[config.mk]
export PLATFORM = sky130hd
export DESIGN_NAME = cursor_linked_list_engine_unit_flat
export DESIGN_NICKNAME = d
export VERILOG_FILES = /design/src/rtl/clle_pkg.sv /design/src/rtl/clle_if.sv /design/src/rtl/cursor_linked_list_engine_unit.sv /design/src/rtl/clle_ram.sv /design/src/flat_wrapper.sv
export SDC_FILE = /design/constraint.sdc
export NUM_CORES = 1
export LEC_CHECK = 0
export ABC_CLOCK_PERIOD_IN_PS = 3350
export BUFFER_PORTS_ARGS = -buffer_cell sky130_fd_sc_hd__buf_2
export CAP_MARGIN = 20
export CELL_PAD_IN_SITES_DETAIL_PLACEMENT = 1
export CELL_PAD_IN_SITES_GLOBAL_PLACEMENT = 1
export CORE_AREA = 2 2 150 152
export CTS_BUF_LIST = sky130_fd_sc_hd__clkbuf_4
export CTS_CLUSTER_DIAMETER = 150
export CTS_CLUSTER_SIZE = 12
export DETAILED_ROUTE_END_ITERATION = 7
export DIE_AREA = 0 0 152 154
export HOLD_SLACK_MARGIN = 0.05
export PLACE_DENSITY_LB_ADDON = 0.1
export SYNTH_ARGS = -nofsm -noshare
export SYNTH_HDL_FRONTEND = slang
export SYNTH_SLANG_ARGS = --single-unit
export TNS_END_PERCENT = 20
[constraint.sdc]
create_clock -name i_clk -period 3.35 [get_ports i_clk]
set_clock_uncertainty 0.05 [all_clocks]
set_input_delay 0.5025 -clock i_clk [delete_from_list [all_inputs] [get_ports i_clk]]
set_output_delay 0.5025 -clock i_clk [all_outputs]
set_load 0.005 [all_outputs]
[src/rtl/clle_pkg.sv]
`timescale 1ns / 1ps

package clle_pkg;

    // Number of data slots; slot 0 is the list head.
    localparam int SLOTS      = 16;
    localparam int LINK_DEPTH = SLOTS + 1;
    localparam int LINK_AW    = $clog2(LINK_DEPTH);

    // Field widths of the transactions.
    localparam int POS_W    = 5;
    localparam int SLOT_W   = 5;
    localparam int LEN_W    = 5;
    localparam int VALUE_W  = 32;
    localparam int STATUS_W = 2;

    typedef enum logic {
        KIND_INSERT = 1'b0,
        KIND_DELETE = 1'b1
    } t_kind;

    typedef enum logic [STATUS_W-1:0] {
        ST_OK      = 2'd0,
        ST_FULL    = 2'd1,
        ST_ILLEGAL = 2'd2,
        ST_BEYOND  = 2'd3
    } t_status;

    typedef enum logic [2:0] {
        S_IDLE,
        S_WALK,
        S_INS_WAIT,
        S_INS_NODE,
        S_INS_PRED,
        S_DEL_PRED,
        S_DEL_NODE,
        S_FINISH
    } t_state;

endpackage

[src/rtl/clle_if.sv]
`timescale 1ns / 1ps

// Request channel: one list operation per transaction.
interface clle_in_if;
    logic                                 valid;
    logic                                 ready;
    logic                                 kind;
    logic        [clle_pkg::POS_W-1:0]    position;
    logic signed [clle_pkg::VALUE_W-1:0]  item_value;

    modport source (output valid, kind, position, item_value, input ready);
    modport sink   (input valid, kind, position, item_value, output ready);
endinterface

// Result channel: one result per operation.
interface clle_out_if;
    logic                              valid;
    logic                              ready;
    logic [clle_pkg::STATUS_W-1:0]     status;
    logic [clle_pkg::SLOT_W-1:0]       slot;
    logic [clle_pkg::LEN_W-1:0]        list_length;

    modport source (output valid, status, slot, list_length, input ready);
    modport sink   (input valid, status, slot, list_length, output ready);
endinterface

[src/rtl/cursor_linked_list_engine_unit.sv]
`timescale 1ns / 1ps

// Cursor (array-backed) singly linked list engine.
// Each transaction on i_in is one operation: insert item_value so that it
// becomes the node at a 1-based position, or delete the node at a position.
// Each operation produces exactly one transaction on o_out with a status
// (ok, full, illegal position, beyond length), the slot that was filled or
// freed (0 on failure) and the list length after the operation.
// Operations are handled one at a time. A failed operation goes straight to
// the finishing state without a walk. A successful one walks the links one slot per
// cycle through the link memory while the lowest free slot is searched in
// parallel, one flag per cycle; an insert then waits for that search to end.
// The result sits in an output register, so i_in is ready again as soon as
// the operation is finished even if o_out is stalled; a second finished
// result waits inside the engine until the output register is taken.
// Synchronous reset empties the list: the head links to the end, all data
// slots are free and the length is zero. Link entries are cleared at once
// through per-entry valid bits, so no clearing pass is needed.
module cursor_linked_list_engine_unit (
    input  logic        i_clk,
    input  logic        i_rst_n,
    clle_in_if.sink     i_in,
    clle_out_if.source  o_out
);

    import clle_pkg::*;

    localparam logic [POS_W-1:0]   SLOTS_POS  = POS_W'(SLOTS);
    localparam logic [LINK_AW-1:0] SLOTS_LINK = LINK_AW'(SLOTS);
    localparam logic [LEN_W-1:0]   SLOTS_LEN  = LEN_W'(SLOTS);

    // Control state.
    t_state               r_state, n_state;
    logic                 r_out_valid;
    logic [LEN_W-1:0]     r_count;
    logic                 r_free     [0:SLOTS];
    logic                 r_link_vld [0:SLOTS];
    logic                 r_rd_vld;
    logic                 r_scan_done;

    // Operation context.
    t_kind                r_kind;
    logic [VALUE_W-1:0]   r_value;
    logic [POS_W-1:0]     r_steps;
    logic [LINK_AW-1:0]   r_cur;
    logic [LINK_AW-1:0]   r_pred_next;
    logic [LINK_AW-1:0]   r_scan;
    logic [LINK_AW-1:0]   r_found;
    t_status              r_status;
    logic [SLOT_W-1:0]    r_slot;

    // Output register.
    t_status              r_out_status;
    logic [SLOT_W-1:0]    r_out_slot;
    logic [LEN_W-1:0]     r_out_len;

    // Memory ports.
    logic [LINK_AW-1:0]   link_rd_addr;
    logic [LINK_AW-1:0]   link_rd_raw;
    logic [LINK_AW-1:0]   link_data;
    logic                 link_wr_en;
    logic [LINK_AW-1:0]   link_wr_addr;
    logic [LINK_AW-1:0]   link_wr_data;
    logic                 value_wr_en;

    logic                 in_accept;
    logic                 out_free;
    logic                 link_end;
    logic                 walk_done;
    logic                 pos_illegal;
    logic                 ins_beyond;
    logic                 del_beyond;
    t_status              accept_status;

    clle_ram #(
        .WIDTH (LINK_AW),
        .DEPTH (LINK_DEPTH)
    ) u_link_ram (
        .i_clk     (i_clk),
        .i_wr_en   (link_wr_en),
        .i_wr_addr (link_wr_addr),
        .i_wr_data (link_wr_data),
        .i_rd_addr (link_rd_addr),
        .o_rd_data (link_rd_raw)
    );

    // Node values are stored for completeness of the list state; no
    // operation result depends on them.
    clle_ram #(
        .WIDTH (VALUE_W),
        .DEPTH (LINK_DEPTH)
    ) u_value_ram (
        .i_clk     (i_clk),
        .i_wr_en   (value_wr_en),
        .i_wr_addr (r_found),
        .i_wr_data (r_value),
        .i_rd_addr (r_found),
        .o_rd_data ()
    );

    // A link entry never written since reset reads as the end marker.
    assign link_data = r_rd_vld ? link_rd_raw : '0;
    assign link_end  = (link_data == '0) || (link_data > SLOTS_LINK);
    assign walk_done = (r_steps == '0) || link_end;

    assign in_accept = i_in.valid && i_in.ready;
    assign out_free  = !r_out_valid || o_out.ready;

    assign pos_illegal = (i_in.position == '0) || (i_in.position > SLOTS_POS);
    assign ins_beyond  = {1'b0, i_in.position} > ({1'b0, r_count} + (LEN_W + 1)'(1));
    assign del_beyond  = {1'b0, i_in.position} > {1'b0, r_count};

    // Status decided at acceptance; ST_OK means the walk is started.
    always_comb begin
        accept_status = ST_OK;
        if (t_kind'(i_in.kind) == KIND_INSERT) begin
            if (r_count == SLOTS_LEN) begin
                accept_status = ST_FULL;
            end else if (pos_illegal) begin
                accept_status = ST_ILLEGAL;
            end else if (ins_beyond) begin
                accept_status = ST_BEYOND;
            end
        end else begin
            if (pos_illegal) begin
                accept_status = ST_ILLEGAL;
            end else if (del_beyond) begin
                accept_status = ST_BEYOND;
            end
        end
    end

    // Next-state logic.
    always_comb begin
        n_state = r_state;
        unique case (r_state)
            S_IDLE: begin
                if (in_accept) begin
                    n_state = (accept_status == ST_OK) ? S_WALK : S_FINISH;
                end
            end
            S_WALK: begin
                if (walk_done) begin
                    if (r_kind == KIND_INSERT) begin
                        n_state = S_INS_WAIT;
                    end else begin
                        n_state = link_end ? S_FINISH : S_DEL_PRED;
                    end
                end
            end
            S_INS_WAIT: begin
                if (r_scan_done) begin
                    n_state = S_INS_NODE;
                end
            end
            S_INS_NODE: n_state = S_INS_PRED;
            S_INS_PRED: n_state = S_FINISH;
            S_DEL_PRED: n_state = S_DEL_NODE;
            S_DEL_NODE: n_state = S_FINISH;
            S_FINISH: begin
                if (out_free) begin
                    n_state = S_IDLE;
                end
            end
            default: n_state = S_IDLE;
        endcase
    end

    // Memory and handshake controls.
    always_comb begin
        i_in.ready   = 1'b0;
        link_rd_addr = r_cur;
        link_wr_en   = 1'b0;
        link_wr_addr = r_cur;
        link_wr_data = '0;
        value_wr_en  = 1'b0;
        unique case (r_state)
            S_IDLE: begin
                i_in.ready   = 1'b1;
                link_rd_addr = '0;
            end
            S_WALK: begin
                if (!walk_done) begin
                    link_rd_addr = link_data;
                end else if (r_kind == KIND_DELETE && !link_end) begin
                    // Fetch the successor of the node being removed.
                    link_rd_addr = link_data;
                end
            end
            S_INS_NODE: begin
                link_wr_en   = 1'b1;
                link_wr_addr = r_found;
                link_wr_data = r_pred_next;
                value_wr_en  = 1'b1;
            end
            S_INS_PRED: begin
                link_wr_en   = 1'b1;
                link_wr_addr = r_cur;
                link_wr_data = r_found;
            end
            S_DEL_PRED: begin
                link_wr_en   = 1'b1;
                link_wr_addr = r_cur;
                link_wr_data = link_data;
            end
            S_DEL_NODE: begin
                link_wr_en   = 1'b1;
                link_wr_addr = r_pred_next;
                link_wr_data = '0;
            end
            S_INS_WAIT, S_FINISH: begin
            end
            default: begin
            end
        endcase
    end

    assign o_out.valid       = r_out_valid;
    assign o_out.status      = r_out_status;
    assign o_out.slot        = r_out_slot;
    assign o_out.list_length = r_out_len;

    // Control registers.
    always_ff @(posedge i_clk) begin
        if (!i_rst_n) begin
            r_state     <= S_IDLE;
            r_out_valid <= 1'b0;
            r_count     <= '0;
            r_rd_vld    <= 1'b0;
            r_scan_done <= 1'b0;
            for (int i = 0; i <= SLOTS; i++) begin
                r_free[i]     <= (i != 0);
                r_link_vld[i] <= 1'b0;
            end
        end else begin
            r_state  <= n_state;
            r_rd_vld <= r_link_vld[link_rd_addr];

            if (link_wr_en) begin
                r_link_vld[link_wr_addr] <= 1'b1;
            end

            if (in_accept) begin
                r_scan_done <= 1'b0;
            end else if (r_state != S_IDLE && !r_scan_done) begin
                if (r_free[r_scan] || r_scan == SLOTS_LINK) begin
                    r_scan_done <= 1'b1;
                end
            end

            if (r_state == S_INS_PRED) begin
                r_free[r_found] <= 1'b0;
                r_count         <= r_count + LEN_W'(1);
            end
            if (r_state == S_DEL_NODE) begin
                r_free[r_pred_next] <= 1'b1;
                if (r_count != '0) begin
                    r_count <= r_count - LEN_W'(1);
                end
            end

            if (r_state == S_FINISH && out_free) begin
                r_out_valid <= 1'b1;
            end else if (o_out.ready) begin
                r_out_valid <= 1'b0;
            end
        end
    end

    // Operation context and output payload.
    always_ff @(posedge i_clk) begin
        if (in_accept) begin
            r_kind   <= t_kind'(i_in.kind);
            r_value  <= i_in.item_value;
            r_steps  <= i_in.position - POS_W'(1);
            r_cur    <= '0;
            r_scan   <= LINK_AW'(1);
            r_status <= accept_status;
            r_slot   <= '0;
        end else begin
            if (r_state != S_IDLE && !r_scan_done) begin
                if (r_free[r_scan]) begin
                    r_found <= r_scan;
                end else if (r_scan != SLOTS_LINK) begin
                    r_scan <= r_scan + LINK_AW'(1);
                end
            end
            if (r_state == S_WALK) begin
                if (!walk_done) begin
                    r_cur   <= link_data;
                    r_steps <= r_steps - POS_W'(1);
                end else begin
                    r_pred_next <= link_data;
                    if (r_kind == KIND_DELETE && link_end) begin
                        r_status <= ST_BEYOND;
                    end
                end
            end
            if (r_state == S_INS_PRED) begin
                r_slot <= SLOT_W'(r_found);
            end
            if (r_state == S_DEL_NODE) begin
                r_slot <= SLOT_W'(r_pred_next);
            end
        end

        if (r_state == S_FINISH && out_free) begin
            r_out_status <= r_status;
            r_out_slot   <= r_slot;
            r_out_len    <= r_count;
        end
    end

endmodule

[src/rtl/clle_ram.sv]
`timescale 1ns / 1ps

// Simple dual-port RAM with one write port and a registered read port.
module clle_ram #(
    parameter int WIDTH = 8,
    parameter int DEPTH = 16
) (
    input  logic                     i_clk,
    input  logic                     i_wr_en,
    input  logic [$clog2(DEPTH)-1:0] i_wr_addr,
    input  logic [WIDTH-1:0]         i_wr_data,
    input  logic [$clog2(DEPTH)-1:0] i_rd_addr,
    output logic [WIDTH-1:0]         o_rd_data
);

    logic [WIDTH-1:0] r_mem [0:DEPTH-1];

    always_ff @(posedge i_clk) begin
        if (i_wr_en) begin
            r_mem[i_wr_addr] <= i_wr_data;
        end
        o_rd_data <= r_mem[i_rd_addr];
    end

endmodule

[src/flat_wrapper.sv]
// flat-port wrapper written by rule: the top's interface ports become plain ports
module cursor_linked_list_engine_unit_flat import clle_pkg::*;
  (i_clk, i_rst_n, i_in_valid, i_in_kind, i_in_position, i_in_item_value, i_in_ready, o_out_valid, o_out_status, o_out_slot, o_out_list_length, o_out_ready);
  clle_in_if i_in_i ();
  clle_out_if o_out_i ();
  input  logic i_clk;
  input  logic i_rst_n;
  input wire logic [$bits(i_in_i.valid)-1:0] i_in_valid;
  input wire logic [$bits(i_in_i.kind)-1:0] i_in_kind;
  input wire logic [$bits(i_in_i.position)-1:0] i_in_position;
  input wire logic [$bits(i_in_i.item_value)-1:0] i_in_item_value;
  output wire logic [$bits(i_in_i.ready)-1:0] i_in_ready;
  output wire logic [$bits(o_out_i.valid)-1:0] o_out_valid;
  output wire logic [$bits(o_out_i.status)-1:0] o_out_status;
  output wire logic [$bits(o_out_i.slot)-1:0] o_out_slot;
  output wire logic [$bits(o_out_i.list_length)-1:0] o_out_list_length;
  input wire logic [$bits(o_out_i.ready)-1:0] o_out_ready;
  assign i_in_i.valid = i_in_valid;
  assign i_in_i.kind = i_in_kind;
  assign i_in_i.position = i_in_position;
  assign i_in_i.item_value = i_in_item_value;
  assign i_in_ready = i_in_i.ready;
  assign o_out_valid = o_out_i.valid;
  assign o_out_status = o_out_i.status;
  assign o_out_slot = o_out_i.slot;
  assign o_out_list_length = o_out_i.list_length;
  assign o_out_i.ready = o_out_ready;
  cursor_linked_list_engine_unit u_core (.i_clk(i_clk), .i_rst_n(i_rst_n), .i_in(i_in_i), .o_out(o_out_i));
endmodule
==> reports/metrics.cfg, run 1 <==
[run_status]
status=finished, final reports clean

[synth]
synth_xor_area_frac=0.0123
synth_compound_area_frac=0.111
synth_fa_ha_area_frac=0.0189
netlist_area_um2=9930
async_reset_ff_frac=0
netlist_instances=831
yosysSeqAreaShare=0.581
synth_top_area_cell=edfxtp_1
synth_seq_cells=215
synth_top_family_by_area=multiplexers
synth_edf_count=146
synth.mux.area_fraction=0.127
yosys-top-cells-area=edfxtp_1 (44%), dfxtp_1 (14%), mux2i_1 (9.7%)
ys.flop_type=edfxtp_1
yosysWarnings=0
synth_common_cells=edfxtp_1 (146), mux2i_1 (96), nor2_1 (93), nand2_1 (73), dfxtp_1 (69)
syn-mean-instance-area_um2=11.9
ys_types=70
synth-simple-area-share=0.118
synth.net_count=888
synth_top_area_frac=0.442
synth_most_common_cell=edfxtp_1

[pwr]
power_leakage_nw=4.01
powerDensity_nw_per_um2=640
total_power_mw=6.88
ir_worst_vdd_v=0.000364

[floorplan]
die_w_um=152
io_pins=56
fp-row-count=54
die_height_um=154
start_util=0.458
dieArea_um2=23400
coreArea_um2=21700

[final_layout]
nNetsFinal=925
syn2layout_area_growth_pct=8.14
design_area_um2=10700
final_util=0.495
final_cells=1163
layout-drive-gt1-share=0.136

[hold_path]
min_to=u_core.o_out.valid
holdPathStages=3
min_path_type=in -> reg
hp-start=o_out_ready

[critical_path]
crit_type=reg -> reg
timing.rr.start=u_core.r_steps[1]
crit_required_ns=3.87
cp.arrival_ns=3.57
slowest_delay_ns=0.57
crit_family=simple AND/OR/NAND/NOR gates
cp-start-kind=flip-flop
critical_path.cell_chain=or4_4 > nor3_2 > nor2_2 > a221oi_4 > buf_12 > or2_1 > o2111ai_1 > o32a_1 > o311ai_1
path_buf_inv=1
reg2reg_slack_ns=0.30
crit_path_top_delay_cell=or4_4
worstSetupEndpointType=flip-flop
crit_fanout=36
r2r_end=u_core.r_rd_vld
rr_worst_depth=9

[clock_tree]
cts_hold_buf=1
h-tree-depth=1
cts_buffers=21
insertion_delay_ns=0.67
cts_resized=0
postCtsSetupRepairBufs=0
cts_tree=done
clock-sinks=215
cts.clk_slew.worst_paths_ns=0.14
ctsLongestPathBuffers=3
clock_tree.root_cell=clkbuf_4

[timing]
finalSetupViolations=0
period_needed_ns=3.05
max_slew.worst_pin.slew_ns=0.726
grt_setup_unrepaired=no
max_freq_mhz=328
hold_viol=0
slew_viol_final=0
finalSetupTns_ns=0
post-route-period-util=0.909
slew_headroom=0.514

[place]
gp_congestion=0.827
port_buffers=23
placed_area_um2=10400
placed_cells=1123
hpwl_um=17100

[routing]
avgViaCountPerCell=5.60
ant_nets=0
drt-pass1-iter-count=4
drt-total-wl_um=23900
drt_iter0_markers=311
wl_per_cell_um=20.5
via_count=6516
drc=0

[global_routing]
grt_pass1_wl_um=38600
grt_usage=0.206
grt_pass1_vias=6915
antenna_found_initial=1
grt-ovfl-total=0
grt_max_degree=42

[job]
drv.max_cap_violation_count=0

where the power goes:
| part | internal (mW) | leakage, nW | switching (mW) |
|---|---|---|---|
| Clock | 0.491 | 0.170 | 0.844 |
| Sequential | 3.30 | 1.87 | 0.226 |
| Combinational | 0.706 | 1.97 | 1.31 |
| Total | 4.49 | 4.01 | 2.38 |
metal layers:
metal,up-vias,share of wire,track usage
li1,3151,-,-
met1,3239,0.45,0.273
met2,89,0.50,0.361
met3,37,0.030,0.0259
met4,0,0.019,0.0543
met5,-,0,0
flip-flops by register name, summed over array words and instances, names as in the netlist, 3 cells and up, named ones only:
name / cells
u_core.u_link_ram.r_mem: 85
u_core.r_free: 32
u_core.r_link_vld: 32
u_core.o_out.list_length: 5
u_core.o_out.slot: 5
u_core.r_count: 5
u_core.r_cur: 5
u_core.r_found: 5
u_core.r_pred_next: 5
u_core.r_scan: 5
u_core.r_slot: 5
u_core.r_steps: 5
u_core.u_link_ram.o_rd_data: 5
u_core.r_state: 3
kinds of logic after synthesis:
family | Yosys count
AND/OR/NAND/NOR | 250
flip-flops | 215
adder cells (fa/ha/maj) | 15
multiplexers | 111
buffers and inverters | 67
AO/OA/AOI/OAI | 159
XOR/XNOR | 14
layout by cell type, fill, tap and decap left out, types with 15 or more instances in the layout:
master / n
a211oi_1: 17
a21oi_1: 15
buf_2: 23
buf_4: 24
clkbuf_4: 37
dfxtp_1: 69
edfxtp_1: 146
ha_1: 15
inv_1: 27
mux2i_1: 96
nand2_1: 73
nand3_1: 17
nor2_1: 93
o21a_1: 23
o21ai_0: 40
cell type report:
type	instances	area, um^2
Fill cell	2299	11000
Inverter	29	109
Timing Repair Buffer	52	377
Multi-Input combinational cell	549	3860
Tap cell	280	350
Clock buffer	37	278
Sequential cell	215	5770
Antenna cell	1	2.50
worst register-to-register path, stage by stage (launching register included):
cell and delay (ns):
edfxtp_1 0.42, or4_4 0.57, nor3_2 0.40, nor2_2 0.14, a221oi_4 0.32, buf_12 0.29
or2_1 0.18, o2111ai_1 0.13, o32a_1 0.39, o311ai_1 0.08
stage by stage:
| step | setup WS (ns) | hold slack [ns] |
|---|---|---|
| after floorplan | 0.521 | 0.350 |
| after global placement | 0.366 | 0.362 |
| after detailed placement | 0.316 | 0.376 |
| after CTS | 0.292 | 0.0820 |
| after global routing | 0.127 | 0.137 |
| final | 0.305 | 0.126 |
worst max path at each step:
stage	slack (ns)	from	cells past startpoint	endpoint
final	0.30	u_core.r_steps[1]	9	u_core.r_rd_vld
after global routing	0.13	u_core.r_steps[1]	9	u_core.r_rd_vld
after detailed placement	0.32	u_core.r_steps[1]	9	u_core.u_link_ram.o_rd_data[0]
after CTS	0.29	u_core.r_steps[1]	9	u_core.u_link_ram.o_rd_data[0]
after floorplan	0.52	u_core.r_state[2]	9	u_core.r_free[1]
after global placement	0.37	u_core.r_steps[1]	9	u_core.u_link_ram.o_rd_data[0]
Note: power is estimated with default switching activity, not from simulation.
==> inputs of run 2 (changes only) <==
- ABC_CLOCK_PERIOD_IN_PS: 3350 -> 3000
- CORE_AREA: 2 2 150 152 -> 2 2 152 154
- DIE_AREA: 0 0 152 154 -> 0 0 154 156
- clock period: 3.35 -> 3 ns (I/O delays scaled with it)
==> run 2 against run 1 <==
Against the previous run: worst hold slack got worse by 0.020 ns; setup slack worse by 0.29 ns; critical endpoint unchanged; cell area is 2.0% higher; cell count up 2.4%; combinational power up 17%; clock power up 12%; maximum frequency rose by 2.2%; critical path depth is the same.
==> reports/metrics.cfg, run 2 (synthesized netlist as in run 1, its figures left out) <==
[critical_path]
cp-start-kind=flip-flop
crit_type=reg -> reg
crit_fanout=14  ; -61%
cp.arrival_ns=3.48  ; -0.09 ns
path_buf_inv=1  ; unchanged
critical_path.cell_chain=or4_4 > nor3_2 > nor2_2 > a221oi_4 > buf_12 > nor2b_1 > a211oi_2 > o32a_1 > o311ai_1
slowest_delay_ns=0.57  ; about the same
crit_family=compound AO/OA/AOI/OAI gates
crit_required_ns=3.50  ; -0.37 ns
worstSetupEndpointType=flip-flop
crit_path_top_delay_cell=or4_4

[final_layout]
layout_common_cells=edfxtp_1 (146), mux2i_1 (95), nor2_1 (93)
final_cells=1191  ; +2.4%
largest_reg_flops=85  ; unchanged
reg.largest.list=u_core.u_link_ram.r_mem: 85 flops, u_core.r_free: 32 flops, u_core.r_link_vld: 32 flops
final_common_cell=edfxtp_1
layout-drive-gt1-share=0.159  ; +0.0232
nNetsFinal=947  ; +2.4%
largest_register=u_core.u_link_ram.r_mem
syn2layout_area_growth_pct=10.3

[floorplan]
io_pins=56  ; unchanged
coreArea_um2=22400  ; +3.1%
fp-row-count=55  ; +1.9%
die_height_um=156  ; +1.3%
dieArea_um2=24000  ; +2.6%
die_w_um=154  ; +1.3%
start_util=0.444  ; -0.0139

[routing]
drt-total-wl_um=25200  ; +5.6%
drt-pass1-iter-count=5  ; +1
wl_per_cell_um=21.2  ; +3.1%
drt_iter0_markers=298  ; -4.2%
via_count=6702  ; +2.9%
drc=0  ; unchanged
avgViaCountPerCell=5.63  ; +0.44%
ant_nets=0  ; unchanged

[timing]
slew_headroom=0.494  ; -0.0197
post-route-period-util=0.994  ; +0.0846
max_freq_mhz=336  ; +2.2%
period_needed_ns=2.98  ; -0.0645 ns
slew_viol_final=0  ; unchanged
grt_setup_unrepaired=yes
hold_viol=0  ; unchanged
finalSetupViolations=0  ; unchanged
max_slew.worst_pin.slew_ns=0.757  ; +0.0307 ns

[place]
port_buffers=23  ; unchanged
placed_cells=1147  ; +2.1%
gp_congestion=0.824  ; -0.30%
hpwl_um=18100  ; +5.7%

[job]
drv.max_cap_violation_count=0  ; unchanged

[clock_tree]
clock-sinks=215  ; unchanged
cts.clk_slew.worst_paths_ns=0.15  ; about the same
cts_tree=done
insertion_delay_ns=0.67  ; about the same
cts_buffers=21  ; unchanged
ctsLongestPathBuffers=3  ; unchanged
h-tree-depth=1  ; unchanged
clock_tree.root_cell=clkbuf_4

[pwr]
ir_worst_vdd_v=0.000342  ; -5.9%
powerDensity_nw_per_um2=710  ; +11%
power_leakage_nw=4.12  ; +2.8%
total_power_mw=7.78  ; +13%

[global_routing]
grt_pass1_wl_um=40200  ; +4.4%
grt_pass1_vias=7180  ; +3.8%
grt-ovfl-total=0  ; unchanged
antenna_found_initial=2  ; +1
grt_max_degree=42  ; unchanged
grt_usage=0.215  ; +0.00843

[run_status]
status=finished, final reports clean

[hold_path]
min_path_type=in -> reg

-- run 2: changes by cell type in the layout (fill, tap and decap cells not counted) --
cell	before	now
a211oi_4	0	1
o21ai_0	40	39
mux2i_2	0	1
buf_4	24	43
buf_12	3	5
diode_2	1	2
mux2i_1	96	95
and3_2	0	1
o21ai_1	2	3
a211oi_1	17	16
-- run 2: path summary, 6_finish.rpt --
path / from / end / slack [ns] / cells past startpoint
min: o_out_ready / u_core.o_out.valid / 0.11 / 3
max reg2reg: u_core.r_steps[0] / u_core.r_rd_vld / 0.02 / 9
min reg2reg: u_core.r_slot[0] / u_core.o_out.slot[0] / 0.40 / 0
max: u_core.r_steps[0] / u_core.r_rd_vld / 0.02 / 9
-- run 2: report_power, final --
part           leakage [nW]  switching [mW]  internal [mW]  total [mW]
Clock                 0.170           0.939          0.549        1.49
Combinational          2.08            1.53          0.841        2.37
Sequential             1.87           0.239           3.68        3.92
Total                  4.12            2.71           5.07        7.78
-- run 2: per-layer routing --
| layer | track usage | routed length (um) | share of wire |
|---|---|---|---|
| met3 | 0.0311 | 858 | 0.034 |
| met2 | 0.377 | 12600 | 0.50 |
| met1 | 0.280 | 11200 | 0.45 |
| met4 | 0.0556 | 567 | 0.022 |
| met5 | 0 | 0 | 0 |
-- run 2: final cells by class --
cell class / instances / area [um^2]
sequential: 215 / 5770
multi-input combinational: 550 / 3880
tap: 285 / 357
clock buffer: 37 / 278
antenna: 2 / 5.00
inverter: 29 / 109
timing repair buffer: 73 / 559
fill: 2401 / 11400
-- run 2: metrics by stage --
stage / setup TNS (ns) / hold slack, ns / area (um^2) / util / setup slack, ns
final: 0 / 0.105 / 11000 / 0.490 / 0.0195
after floorplan: 0 / 0.350 / 9930 / - / 0.171
after global routing: -0.167 / 0.0466 / 11000 / 0.490 / -0.0761
after CTS: 0 / 0.0606 / 10900 / 0.488 / 0.0191
after detailed placement: -0.0927 / 0.370 / 10600 / 0.474 / -0.0428
after global placement: 0 / 0.379 / 10600 / 0.474 / 0.0121
-- run 2: repair_timing --
action | CTS | global route
buffers inserted | 2 | 1
gates resized for setup | 1 | 4
hold buffers | 1 | 0
endpoints found under the hold margin | 1 | 0
gates cloned | 1 | 0
pin swaps | 1 | 4
endpoints found under the setup margin | 3 | 19
-- run 2: worst reg2reg max path: cells and delay by family (launching register included) --
| family | cells | cell delay, ns |
|---|---|---|
| AOI/OAI and AO/OA | 4 | 1.13 |
| and+or+nand+nor | 4 | 1.01 |
| DFF | 1 | 0.43 |
| buffers and inverters | 1 | 0.25 |
